`config.mk`:
```
export PLATFORM = sky130hd
export DESIGN_NAME = accel_fifo_frame_parser_unit
export DESIGN_NICKNAME = d
export VERILOG_FILES = /design/src/hw/rtl/afp_pkg.sv /design/src/hw/rtl/afp_hdr_dec.sv /design/src/hw/rtl/afp_frame_core.sv /design/src/hw/rtl/accel_fifo_frame_parser_unit.sv
export SDC_FILE = /design/constraint.sdc
export NUM_CORES = 1
export LEC_CHECK = 0
export BUFFER_PORTS_ARGS = -buffer_cell sky130_fd_sc_hd__clkbuf_2
export CAP_MARGIN = 20
export CORE_UTILIZATION = 40
export DETAILED_ROUTE_END_ITERATION = 16
export PLACE_DENSITY = 0.6
export SLEW_MARGIN = 20
export SYNTH_ARGS = -nofsm -noshare
export SYNTH_HDL_FRONTEND = slang
export SYNTH_SLANG_ARGS = --single-unit
```
`constraint.sdc`:
```
create_clock -name clk -period 4.8 [get_ports clk]
set_clock_uncertainty 0.2 [all_clocks]
set_input_delay 0.96 -clock clk [delete_from_list [all_inputs] [get_ports clk]]
set_output_delay 0.96 -clock clk [all_outputs]
set_load 0.01 [all_outputs]
```
`src/hw/rtl/afp_pkg.sv`:
```
package afp_pkg;

  // configuration register indexes
  localparam int unsigned NUM_CODES = 5;
  localparam int unsigned CFG_IDX_W = 3;
  localparam logic [CFG_IDX_W-1:0] CFG_DATA_CODE  = 3'd0;
  localparam logic [CFG_IDX_W-1:0] CFG_SKIP_CODE  = 3'd1;
  localparam logic [CFG_IDX_W-1:0] CFG_TIME_CODE  = 3'd2;
  localparam logic [CFG_IDX_W-1:0] CFG_INCFG_CODE = 3'd3;
  localparam logic [CFG_IDX_W-1:0] CFG_DROP_CODE  = 3'd4;

  // reset values of the frame codes
  localparam logic [7:0] RST_DATA_CODE  = 8'd132;
  localparam logic [7:0] RST_SKIP_CODE  = 8'd64;
  localparam logic [7:0] RST_TIME_CODE  = 8'd68;
  localparam logic [7:0] RST_INCFG_CODE = 8'd72;
  localparam logic [7:0] RST_DROP_CODE  = 8'd80;

  localparam logic [7:0] HDR_MASK  = 8'hFC;
  localparam logic [2:0] DATA_LEN  = 3'd7;
  localparam logic [2:0] SHORT_LEN = 3'd2;
  localparam logic [2:0] TIME_LEN  = 3'd4;

  localparam int unsigned DEF_MAX_SAMPLES = 32;
  localparam int unsigned CNT_W           = 6;
  localparam int unsigned SLOT_W          = 5;
  localparam int unsigned PAY_DEPTH       = 5;   // last payload byte is used live

  localparam logic [15:0] S16_MOST_NEG = 16'h8000;
  localparam logic [15:0] S16_MOST_POS = 16'h7FFF;

  typedef logic [NUM_CODES-1:0][7:0] code_set_t;

  // header decode: bytes still to come after the header, 0 for a lone byte
  typedef struct packed {
    logic       is_data;
    logic [2:0] left;
  } hdr_dec_t;

  typedef struct packed {
    logic [15:0]        accel_x;
    logic [15:0]        accel_y;
    logic [15:0]        accel_z;
    logic               sample_valid;
    logic [SLOT_W-1:0]  sample_slot;
    logic               burst_end;
    logic [CNT_W-1:0]   sample_total;
    logic               frame_cut;
    logic               samples_dropped;
  } result_t;

  function automatic logic [15:0] neg_sat(input logic [15:0] v);
    logic [15:0] r;
    begin
      if (v == S16_MOST_NEG) r = S16_MOST_POS;
      else                   r = 16'(~v + 16'd1);
      return r;
    end
  endfunction

endpackage

```
`src/hw/rtl/afp_hdr_dec.sv`:
```
module afp_hdr_dec
  import afp_pkg::*;
(
  input  logic [7:0] hdr_byte,
  input  code_set_t  codes,
  output hdr_dec_t   dec
);

  logic [7:0] h;
  logic       m_data, m_skip, m_time, m_incfg, m_drop;

  assign h       = hdr_byte & HDR_MASK;
  assign m_data  = (h == codes[CFG_DATA_CODE]);
  assign m_skip  = (h == codes[CFG_SKIP_CODE]);
  assign m_time  = (h == codes[CFG_TIME_CODE]);
  assign m_incfg = (h == codes[CFG_INCFG_CODE]);
  assign m_drop  = (h == codes[CFG_DROP_CODE]);

  // first code in register order wins
  always_comb begin
    dec = '0;
    if (m_data) begin
      dec.is_data = 1'b1;
      dec.left    = 3'(DATA_LEN - 3'd1);
    end else if (m_skip || (!m_time && (m_incfg || m_drop))) begin
      dec.left = 3'(SHORT_LEN - 3'd1);
    end else if (m_time) begin
      dec.left = 3'(TIME_LEN - 3'd1);
    end
  end

endmodule

```
`src/hw/rtl/afp_frame_core.sv`:
```
module afp_frame_core
  import afp_pkg::*;
#(
  parameter int unsigned MAX_SAMPLES = DEF_MAX_SAMPLES
) (
  input  logic       clk,
  input  logic       rst_n,
  input  logic       item_vld,
  input  logic [7:0] item_byte,
  input  logic       item_last,
  input  hdr_dec_t   dec,
  input  logic       res_stall,
  output logic       go,
  output logic       res_vld,
  output result_t    res
);

  localparam int unsigned LIMIT_I = (MAX_SAMPLES < 1) ? 1 :
                                    (MAX_SAMPLES > 63) ? 63 : MAX_SAMPLES;
  localparam logic [CNT_W-1:0] LIMIT = CNT_W'(LIMIT_I);

  logic [2:0]       left_r, left_nxt;
  logic             data_r, data_nxt;
  logic [CNT_W-1:0] kept_r, kept_nxt;
  logic             ovf_r, ovf_nxt;
  logic [7:0]       pay_r [PAY_DEPTH];
  logic             res_vld_r, res_vld_nxt;
  result_t          res_r, res_nxt;

  logic       proc, complete, keep, emit, pay_we;
  logic [2:0] pay_idx, left_step;

  assign go      = !res_vld_r || !res_stall;
  assign proc    = item_vld && go;
  assign pay_idx = 3'(DATA_LEN - 3'd1) - left_r;
  assign pay_we  = proc && (left_r != 3'd0) && data_r && (pay_idx < 3'(PAY_DEPTH));

  assign left_step = (left_r == 3'd0) ? dec.left : 3'(left_r - 3'd1);
  assign complete  = (left_r == 3'd1) && data_r;
  assign keep      = complete && (kept_r < LIMIT);
  assign emit      = keep || item_last;

  always_comb begin
    left_nxt    = left_r;
    data_nxt    = data_r;
    kept_nxt    = kept_r;
    ovf_nxt     = ovf_r;
    res_vld_nxt = res_vld_r;
    res_nxt     = res_r;
    if (go) res_vld_nxt = proc && emit;
    if (proc) begin
      left_nxt = left_step;
      if (left_r == 3'd0) data_nxt = dec.is_data;
      else if (left_r == 3'd1) data_nxt = 1'b0;
      if (keep) kept_nxt = CNT_W'(kept_r + 1'b1);
      if (complete && !keep) ovf_nxt = 1'b1;

      res_nxt = '0;
      if (keep) begin
        res_nxt.accel_x      = {pay_r[1], pay_r[0]};
        res_nxt.accel_y      = neg_sat({pay_r[3], pay_r[2]});
        res_nxt.accel_z      = neg_sat({item_byte, pay_r[4]});
        res_nxt.sample_valid = 1'b1;
        res_nxt.sample_slot  = kept_r[SLOT_W-1:0];
      end
      res_nxt.burst_end       = item_last;
      res_nxt.frame_cut       = item_last && (left_step != 3'd0);
      res_nxt.sample_total    = kept_nxt;
      res_nxt.samples_dropped = ovf_nxt;

      // burst end returns the per-burst state to idle
      if (item_last) begin
        left_nxt = 3'd0;
        data_nxt = 1'b0;
        kept_nxt = '0;
        ovf_nxt  = 1'b0;
      end
    end
  end

  always_ff @(posedge clk) begin
    if (!rst_n) begin
      left_r    <= 3'd0;
      data_r    <= 1'b0;
      kept_r    <= '0;
      ovf_r     <= 1'b0;
      res_vld_r <= 1'b0;
    end else begin
      left_r    <= left_nxt;
      data_r    <= data_nxt;
      kept_r    <= kept_nxt;
      ovf_r     <= ovf_nxt;
      res_vld_r <= res_vld_nxt;
    end
  end

  always_ff @(posedge clk) begin
    res_r <= res_nxt;
    if (pay_we) pay_r[pay_idx] <= item_byte;
  end

  assign res_vld = res_vld_r;
  assign res     = res_r;

endmodule

```
`src/hw/rtl/accel_fifo_frame_parser_unit.sv`:
```
// Channel | Dir | Handshake              | Payload
// in_     | in  | in_valid / in_stall    | fifo_byte[7:0], burst_last
// out_    | out | out_valid / out_stall  | accel_x/y/z, sample_valid, sample_slot,
//         |     |                        | burst_end, sample_total, frame_cut,
//         |     |                        | samples_dropped
// cfg_    | in  | cfg_valid / cfg_ready  | cfg_index[2:0], cfg_data[7:0]
//
// One byte a cycle sustained while in_stall is low. An accepted item is held
// in the input register, then its result (if any) is registered in the output
// register. Synchronous active-low reset clears the frame tracker, counters
// and valids; codes return to their defaults. out_stall holds the output
// register; the input register then fills and in_stall is high while both
// are occupied and out_stall is high. cfg_ready is always high.
module accel_fifo_frame_parser_unit
  import afp_pkg::*;
#(
  parameter int unsigned MAX_SAMPLES = DEF_MAX_SAMPLES
) (
  input  logic                 clk,
  input  logic                 rst_n,
  // byte stream
  input  logic                 in_valid,
  output logic                 in_stall,
  input  logic [7:0]           in_fifo_byte,
  input  logic                 in_burst_last,
  // results
  output logic                 out_valid,
  input  logic                 out_stall,
  output logic signed [15:0]   out_accel_x,
  output logic signed [15:0]   out_accel_y,
  output logic signed [15:0]   out_accel_z,
  output logic                 out_sample_valid,
  output logic [SLOT_W-1:0]    out_sample_slot,
  output logic                 out_burst_end,
  output logic [CNT_W-1:0]     out_sample_total,
  output logic                 out_frame_cut,
  output logic                 out_samples_dropped,
  // register writes
  input  logic                 cfg_valid,
  output logic                 cfg_ready,
  input  logic [CFG_IDX_W-1:0] cfg_index,
  input  logic [7:0]           cfg_data
);

  // frame code registers, in register-index order
  code_set_t codes_r, codes_nxt;

  // input register
  logic       s1_vld_r, s1_vld_nxt;
  logic [7:0] s1_byte_r, s1_byte_nxt;
  logic       s1_last_r, s1_last_nxt;

  logic     go, res_vld;
  hdr_dec_t dec;
  result_t  res;

  assign cfg_ready = 1'b1;

  // indexes past the last code are accepted and dropped
  always_comb begin
    codes_nxt = codes_r;
    if (cfg_valid && cfg_ready && (cfg_index < CFG_IDX_W'(NUM_CODES)))
      codes_nxt[cfg_index] = cfg_data;
  end

  // input register only holds while the core is blocked by a full output
  assign in_stall = s1_vld_r && !go;

  always_comb begin
    s1_vld_nxt  = s1_vld_r;
    s1_byte_nxt = s1_byte_r;
    s1_last_nxt = s1_last_r;
    if (!in_stall) begin
      s1_vld_nxt  = in_valid;
      s1_byte_nxt = in_fifo_byte;
      s1_last_nxt = in_burst_last;
    end
  end

  always_ff @(posedge clk) begin
    if (!rst_n) begin
      codes_r[CFG_DATA_CODE]  <= RST_DATA_CODE;
      codes_r[CFG_SKIP_CODE]  <= RST_SKIP_CODE;
      codes_r[CFG_TIME_CODE]  <= RST_TIME_CODE;
      codes_r[CFG_INCFG_CODE] <= RST_INCFG_CODE;
      codes_r[CFG_DROP_CODE]  <= RST_DROP_CODE;
      s1_vld_r                <= 1'b0;
    end else begin
      codes_r  <= codes_nxt;
      s1_vld_r <= s1_vld_nxt;
    end
  end

  always_ff @(posedge clk) begin
    s1_byte_r <= s1_byte_nxt;
    s1_last_r <= s1_last_nxt;
  end

  // header match is only used by the core when it expects a header
  afp_hdr_dec u_hdr_dec (
    .hdr_byte (s1_byte_r),
    .codes    (codes_r),
    .dec      (dec)
  );

  // frame tracking, sample assembly and the output register
  afp_frame_core #(
    .MAX_SAMPLES (MAX_SAMPLES)
  ) u_frame_core (
    .clk       (clk),
    .rst_n     (rst_n),
    .item_vld  (s1_vld_r),
    .item_byte (s1_byte_r),
    .item_last (s1_last_r),
    .dec       (dec),
    .res_stall (out_stall),
    .go        (go),
    .res_vld   (res_vld),
    .res       (res)
  );

  assign out_valid           = res_vld;
  assign out_accel_x         = $signed(res.accel_x);
  assign out_accel_y         = $signed(res.accel_y);
  assign out_accel_z         = $signed(res.accel_z);
  assign out_sample_valid    = res.sample_valid;
  assign out_sample_slot     = res.sample_slot;
  assign out_burst_end       = res.burst_end;
  assign out_sample_total    = res.sample_total;
  assign out_frame_cut       = res.frame_cut;
  assign out_samples_dropped = res.samples_dropped;

endmodule

```
* Yosys cells after proc, flatten, opt, wreduce, memory -nomap -nowiden
Memory sizes are Yosys's and may differ from the RTL's. A register that Yosys moved wholly into a read port is not among the register bits.
Index checks and enable logic that the tools add are counted.
** Operators by class
- Order comparisons :: 5
- Multiplexer cells :: 21
- Eq/ne operators :: 8
- Bitwise logic cells :: 3
- $add $sub $neg :: 5
- Reduce and logical (&&, ||, !) cells :: 31
** Operators by type and width (count)
- $bwmux 40 :: 1
- $eq 8x8->1 :: 5
- $add 16x1->16 const B :: 2
- $eq 16x16->1 const B :: 2
- $not 16->16 :: 2
- $mux 15 :: 2
- $demux 8 s3 :: 1
- $mux 6 :: 3
- $logic_and 1x1->1 :: 13
- $mux 3 :: 4
- $reduce_bool 3->1 :: 3
- $mux 1 :: 8
- $mux 8 :: 1
- $logic_not 1->1 :: 7
- $add 6x1->6 const B :: 1
- $lt 3x3->1 const B :: 2
- $lt 6x6->1 const B :: 1
- $logic_or 1x1->1 :: 4
- $lt 3x4->1 const B :: 1
- $reduce_or 2->1 :: 2
- $eq 3x1->1 const B :: 1
- $ge 3x1->1 const B :: 1
- $logic_not 3->1 :: 1
- $sub 3x1->3 const B :: 1
- other kinds (4) :: 4
** Storage, ports and cells
- Memories kept :: 1
- Register bits after elaboration :: 109
- RAM bits :: 40
- Input port bits :: 25
- Output and inout port bits :: 66
** Memory list
- u_frame_core.pay_r :: words 5, width 8, read ports 5, clocked after memory_dff 2, wr ports 1, line afp_frame_core.sv:26 : logic [7:0] pay_r [PAY_DEPTH];

* Longest topological paths before layout
- Depth after elaboration :: 9
- Mapped depth :: 11
- Mapped depth without buffers :: 9

* Cells and area by module
A second synthesis with hierarchy kept.
** Unflattened totals
- Cell total of the unflattened synthesis :: 580
- Area, all modules :: 7252.0 um^2
** By module, submodules not included
- afp_frame_core :: instances 1, cells an instance 359, area each 4867.2 um^2
- accel_fifo_frame_parser_unit :: instances 1, cells an instance 165, area each 1896.8 um^2
- afp_hdr_dec :: instances 1, cells an instance 56, area each 488.0 um^2

* Worst setup path after synthesis
Ideal clock, no wire load.
- Path type :: input to register
- Start point :: in out_stall
- End point :: mem u_frame_core.pay_r[2][0] (enable)
- Stages on the path :: 5
- Arrival time :: 3.379 ns
- Data required time :: 4.217 ns
- Setup time :: 0.383 ns
- Path slack :: 0.837 ns
- Cells stage by stage :: nand2_1 > nand2_1 > inv_1 > nand3_1 > nor3_1
** Between the ends
- Word-level cells in the longest chain between the ends :: 8
** Ends and longest elaborated chain
- start, declared :: line accel_fifo_frame_parser_unit.sv:28 : input logic out_stall,
- $logic_not 1->1 :: line afp_frame_core.sv:33 : assign go = !res_vld_r || !res_stall;
- $logic_or 1x1->1 :: line afp_frame_core.sv:33
- $logic_and 1x1->1 :: line afp_frame_core.sv:34 : assign proc = item_vld && go;
- net u_frame_core.proc :: line afp_frame_core.sv:30 : logic proc, complete, keep, emit, pay_we;
- $logic_and 1x1->1 (3 in a row) :: line afp_frame_core.sv:36 : assign pay_we = proc && (left_r != 3'd0) && data_r && (pay_idx < 3'(PAY_DEPTH));
- $mux 1 :: line afp_frame_core.sv:99 : if (pay_we) pay_r[pay_idx] <= item_byte;
- $mux 1 (implied by the code) :: line afp_frame_core.sv:99
- end, declared :: line afp_frame_core.sv:26
The timed path passes the listed nets, and every way through them passes these cells.

* Final worst setup path
- Start point :: in out_stall
- End point :: out in_stall
** Between the ends
- Word-level cells in the longest chain between the ends :: 4
** Ends and longest elaborated chain
- $logic_not 1->1 :: line afp_frame_core.sv:33
- $logic_or 1x1->1 :: line afp_frame_core.sv:33
- $logic_not 1->1 :: line accel_fifo_frame_parser_unit.sv:67 : assign in_stall = s1_vld_r && !go;
- $logic_and 1x1->1 :: line accel_fifo_frame_parser_unit.sv:67
- end, declared :: line accel_fifo_frame_parser_unit.sv:23 : output logic in_stall,
No other way between the ends.

==> results_dict.tcl <==
set metrics [dict create \
    io_buffers 89 \
    cts_tree "done" \
    drt_iter0_markers 329 \
    fmax_mhz 334 \
    drtPass1Iterations 4 \
    grt_max_degree 65 \
    hold_class "register to register" \
    ys_ff_latch 165 \
    overflow 0 \
    status "complete, no violations" \
    place_congestion 0.769 \
    io_pins 91 \
    hold_depth 2 \
    cp_cell_sequence "clkbuf_2 > nand3_1 > inv_1 > clkbuf_2" \
    worstSetupPathType "input port to output pin" \
    totalWireLength_um 14600 \
    rsz0062_at_grt "false" \
    cts.clk_slew.worst_paths_ns 0.06 \
    min_to "codes_r[8]" \
    holdWs_ns 0.271 \
    initial_core_util 0.408 \
    critPathRequiredTime_ns 3.64 \
    clock-sinks 165 \
    min_period_over_period 0.624 \
    grt_pass1_wl_um 23500 \
    cts-htree-levels 4 \
    num_antenna_cells 0 \
    via_per_inst 4.99 \
    rr_worst_depth 8 \
    layout-drive-gt1-share 0.192 \
    die_x_um 134 \
    critPathCaptureType "output pin" \
    grt_antenna_before_repair 0 \
    reg2reg_to "u_frame_core.kept_r[4]" \
    cts_root_buffer "clkbuf_16" \
    cp_common_cell "clkbuf_2" \
    cap_viol_max_count 0 \
    coreArea_um2 17200 \
    period_needed_ns 3.00 \
    synth_cells 604 \
    ys.warnings.count 0 \
    reg2reg_from "u_frame_core.left_r[0]" \
    cts_buffers 17 \
    syn_to_final_growth_pct 17.5 \
    yosysTopAreaCellShare 0.480 \
    worstMarginPinSlew_ns 0.986 \
    peakVddDrop_mv 0.224 \
    wire_per_inst_um 15.8 \
    start_kind "input port" \
    crit_fanout 10 \
    worstHoldStart "codes_r[8]" \
    setup-violations-final 0 \
    synth_commonest_cells "112 x edfxtp_1, 105 x nand2_1, 53 x dfxtp_1, 35 x a21boi_0, 33 x nor2_1" \
    hold_viol 0 \
    clockBufferDepth 2 \
    cts_hold_buf 0 \
    vias 4628 \
    synthesis.nets 636 \
    synth.most_common_cell "edfxtp_1" \
    dieArea_um2 18100 \
    final.fill_count 1603 \
    power_density_nw_per_um2 373 \
    nets 721 \
    cp_data_arrival_time_ns 1.84 \
    relSlewSlack 0.341 \
    synthFlopType "edfxtp_1" \
    grt_usage 0.172 \
    fp.dieH_um 134 \
    postCtsSetupBuffers 0 \
    insertion_delay_ns 0.43 \
    yosys.cell_types.count 51 \
    final_max_slew_viol_count 0 \
    row_count 48 \
    avgSynthCellArea_um2 11.6 \
    synth_edf_count 112 \
    synth.largest_area_cell "edfxtp_1" \
    critical_path.max_stage_delay_ns 0.42 \
    async_reset_ff_frac 0 \
    cts_resized 0 \
    ant_nets 0 \
    remaining_drc_errors 0 \
    grt_pass1_vias 4572 \
    reg2reg_slack_ns 1.87 \
    p_leak_uw 0.00305 \
    dp_hpwl_um 9880 \
    timing.setup.tns_ns 0 \
    crit_slowest_cell "nand3_1" \
    synth_area_um2 7010 \
    ys_seq_area_frac 0.631 \
    synth.area.top_cells "edfxtp_1 48%, dfxtp_1 15%, nand2_1 5.6%" \
]
-- worst max-delay path by stage --
stage | from | endpoint | slack, ns | cells past startpoint
after floorplan | out_stall | u_frame_core.pay_r[2][0] | 0.84 | 5
after global placement | out_stall | in_stall | 1.78 | 4
after detailed placement | out_stall | u_frame_core.pay_r[3][1] | 1.64 | 6
after CTS | out_stall | in_stall | 1.74 | 4
after global routing | u_frame_core.left_r[0] | u_frame_core.kept_r[4] | 1.57 | 8
final | out_stall | in_stall | 1.80 | 4
-- cell type report --
type | count | area [um2] | area share
Clock inverter | 7 | 124 | 0.0150
Tap cell | 225 | 282 | 0.0342
Timing Repair Buffer | 91 | 460 | 0.0559
Inverter | 13 | 48.8 | 0.00592
Sequential cell | 165 | 4420 | 0.537
Clock buffer | 25 | 475 | 0.0577
Multi-Input combinational cell | 401 | 2420 | 0.294
-- where the power goes --
| group | internal (uW) | leakage, uW | total (uW) | switching (uW) |
|---|---|---|---|---|
| sequential | 1550 | 0.00151 | 1580 | 31.0 |
| combinational | 49.2 | 0.00126 | 126 | 77.3 |
| clock | 849 | 0.000286 | 1370 | 521 |
| total | 2440 | 0.00305 | 3070 | 629 |
-- flip-flops by register name, summed over array words and instances (netlist names) --
signal                count
codes_r                  40
s1_byte_r                 8
s1_last_r                 1
s1_vld_r                  1
u_frame_core.data_r       1
u_frame_core.kept_r       6
u_frame_core.left_r       3
u_frame_core.ovf_r        1
u_frame_core.pay_r       40
u_frame_core.res         63
u_frame_core.res_vld      1
-- metrics by stage --
step                       util  total power (uW)  setup WS (ns)  instances  cell area, um2
after floorplan               -              1670          0.837        604            7010
after global placement    0.444              1730           1.78        895            7630
after detailed placement  0.444              1740           1.64        895            7630
after CTS                 0.479              3110           1.74        927            8230
after global routing      0.480              3180           1.57        927            8240
final                     0.480              3070           1.80        927            8240
-- per-layer routing --
metal / up-vias / share of wire / track usage
met4: 0 / 0.021 / 0.0655
met3: 25 / 0.051 / 0.0469
met5: - / 0 / 0
met1: 2217 / 0.45 / 0.216
met2: 98 / 0.48 / 0.281
li1: 2288 / - / -
-- logic make-up (layout without fill, tap and decap cells) --
kind of cell | count (synthesis) | count (layout) | share of synthesized area
compound gates | 94 | 94 | 0.0912
simple gates | 242 | 242 | 0.168
mux | 4 | 4 | 0.00643
other cells | 1 | 1 | 0.000535
fa+ha+maj | 7 | 7 | 0.0125
xor+xnor | 53 | 53 | 0.0662
flops | 165 | 165 | 0.631
buf+inv | 38 | 136 | 0.0237
-- worst max-delay path: cells and delay by family --
| family | cells | cell delay, ns |
|---|---|---|
| simple gates | 1 | 0.42 |
| buf+inv | 3 | 0.46 |
-- cell usage in the layout, fill, tap and decap left out, types with 8 or more instances in the layout --
cell | synthesis | final
edfxtp_1 | 112 | 112
nand2_1 | 105 | 105
clkbuf_2 | 0 | 89
dfxtp_1 | 53 | 53
a21boi_0 | 35 | 35
nor2_1 | 33 | 33
xnor2_1 | 32 | 32
a21oi_1 | 26 | 26
and2_1 | 23 | 23
xor2_1 | 21 | 21
nand3_1 | 20 | 20
nor3_1 | 18 | 17
clkbuf_16 | 0 | 17
inv_1 | 13 | 12
nor2b_1 | 9 | 9
nand4_1 | 8 | 8
Power figures use the tool's default switching activity.
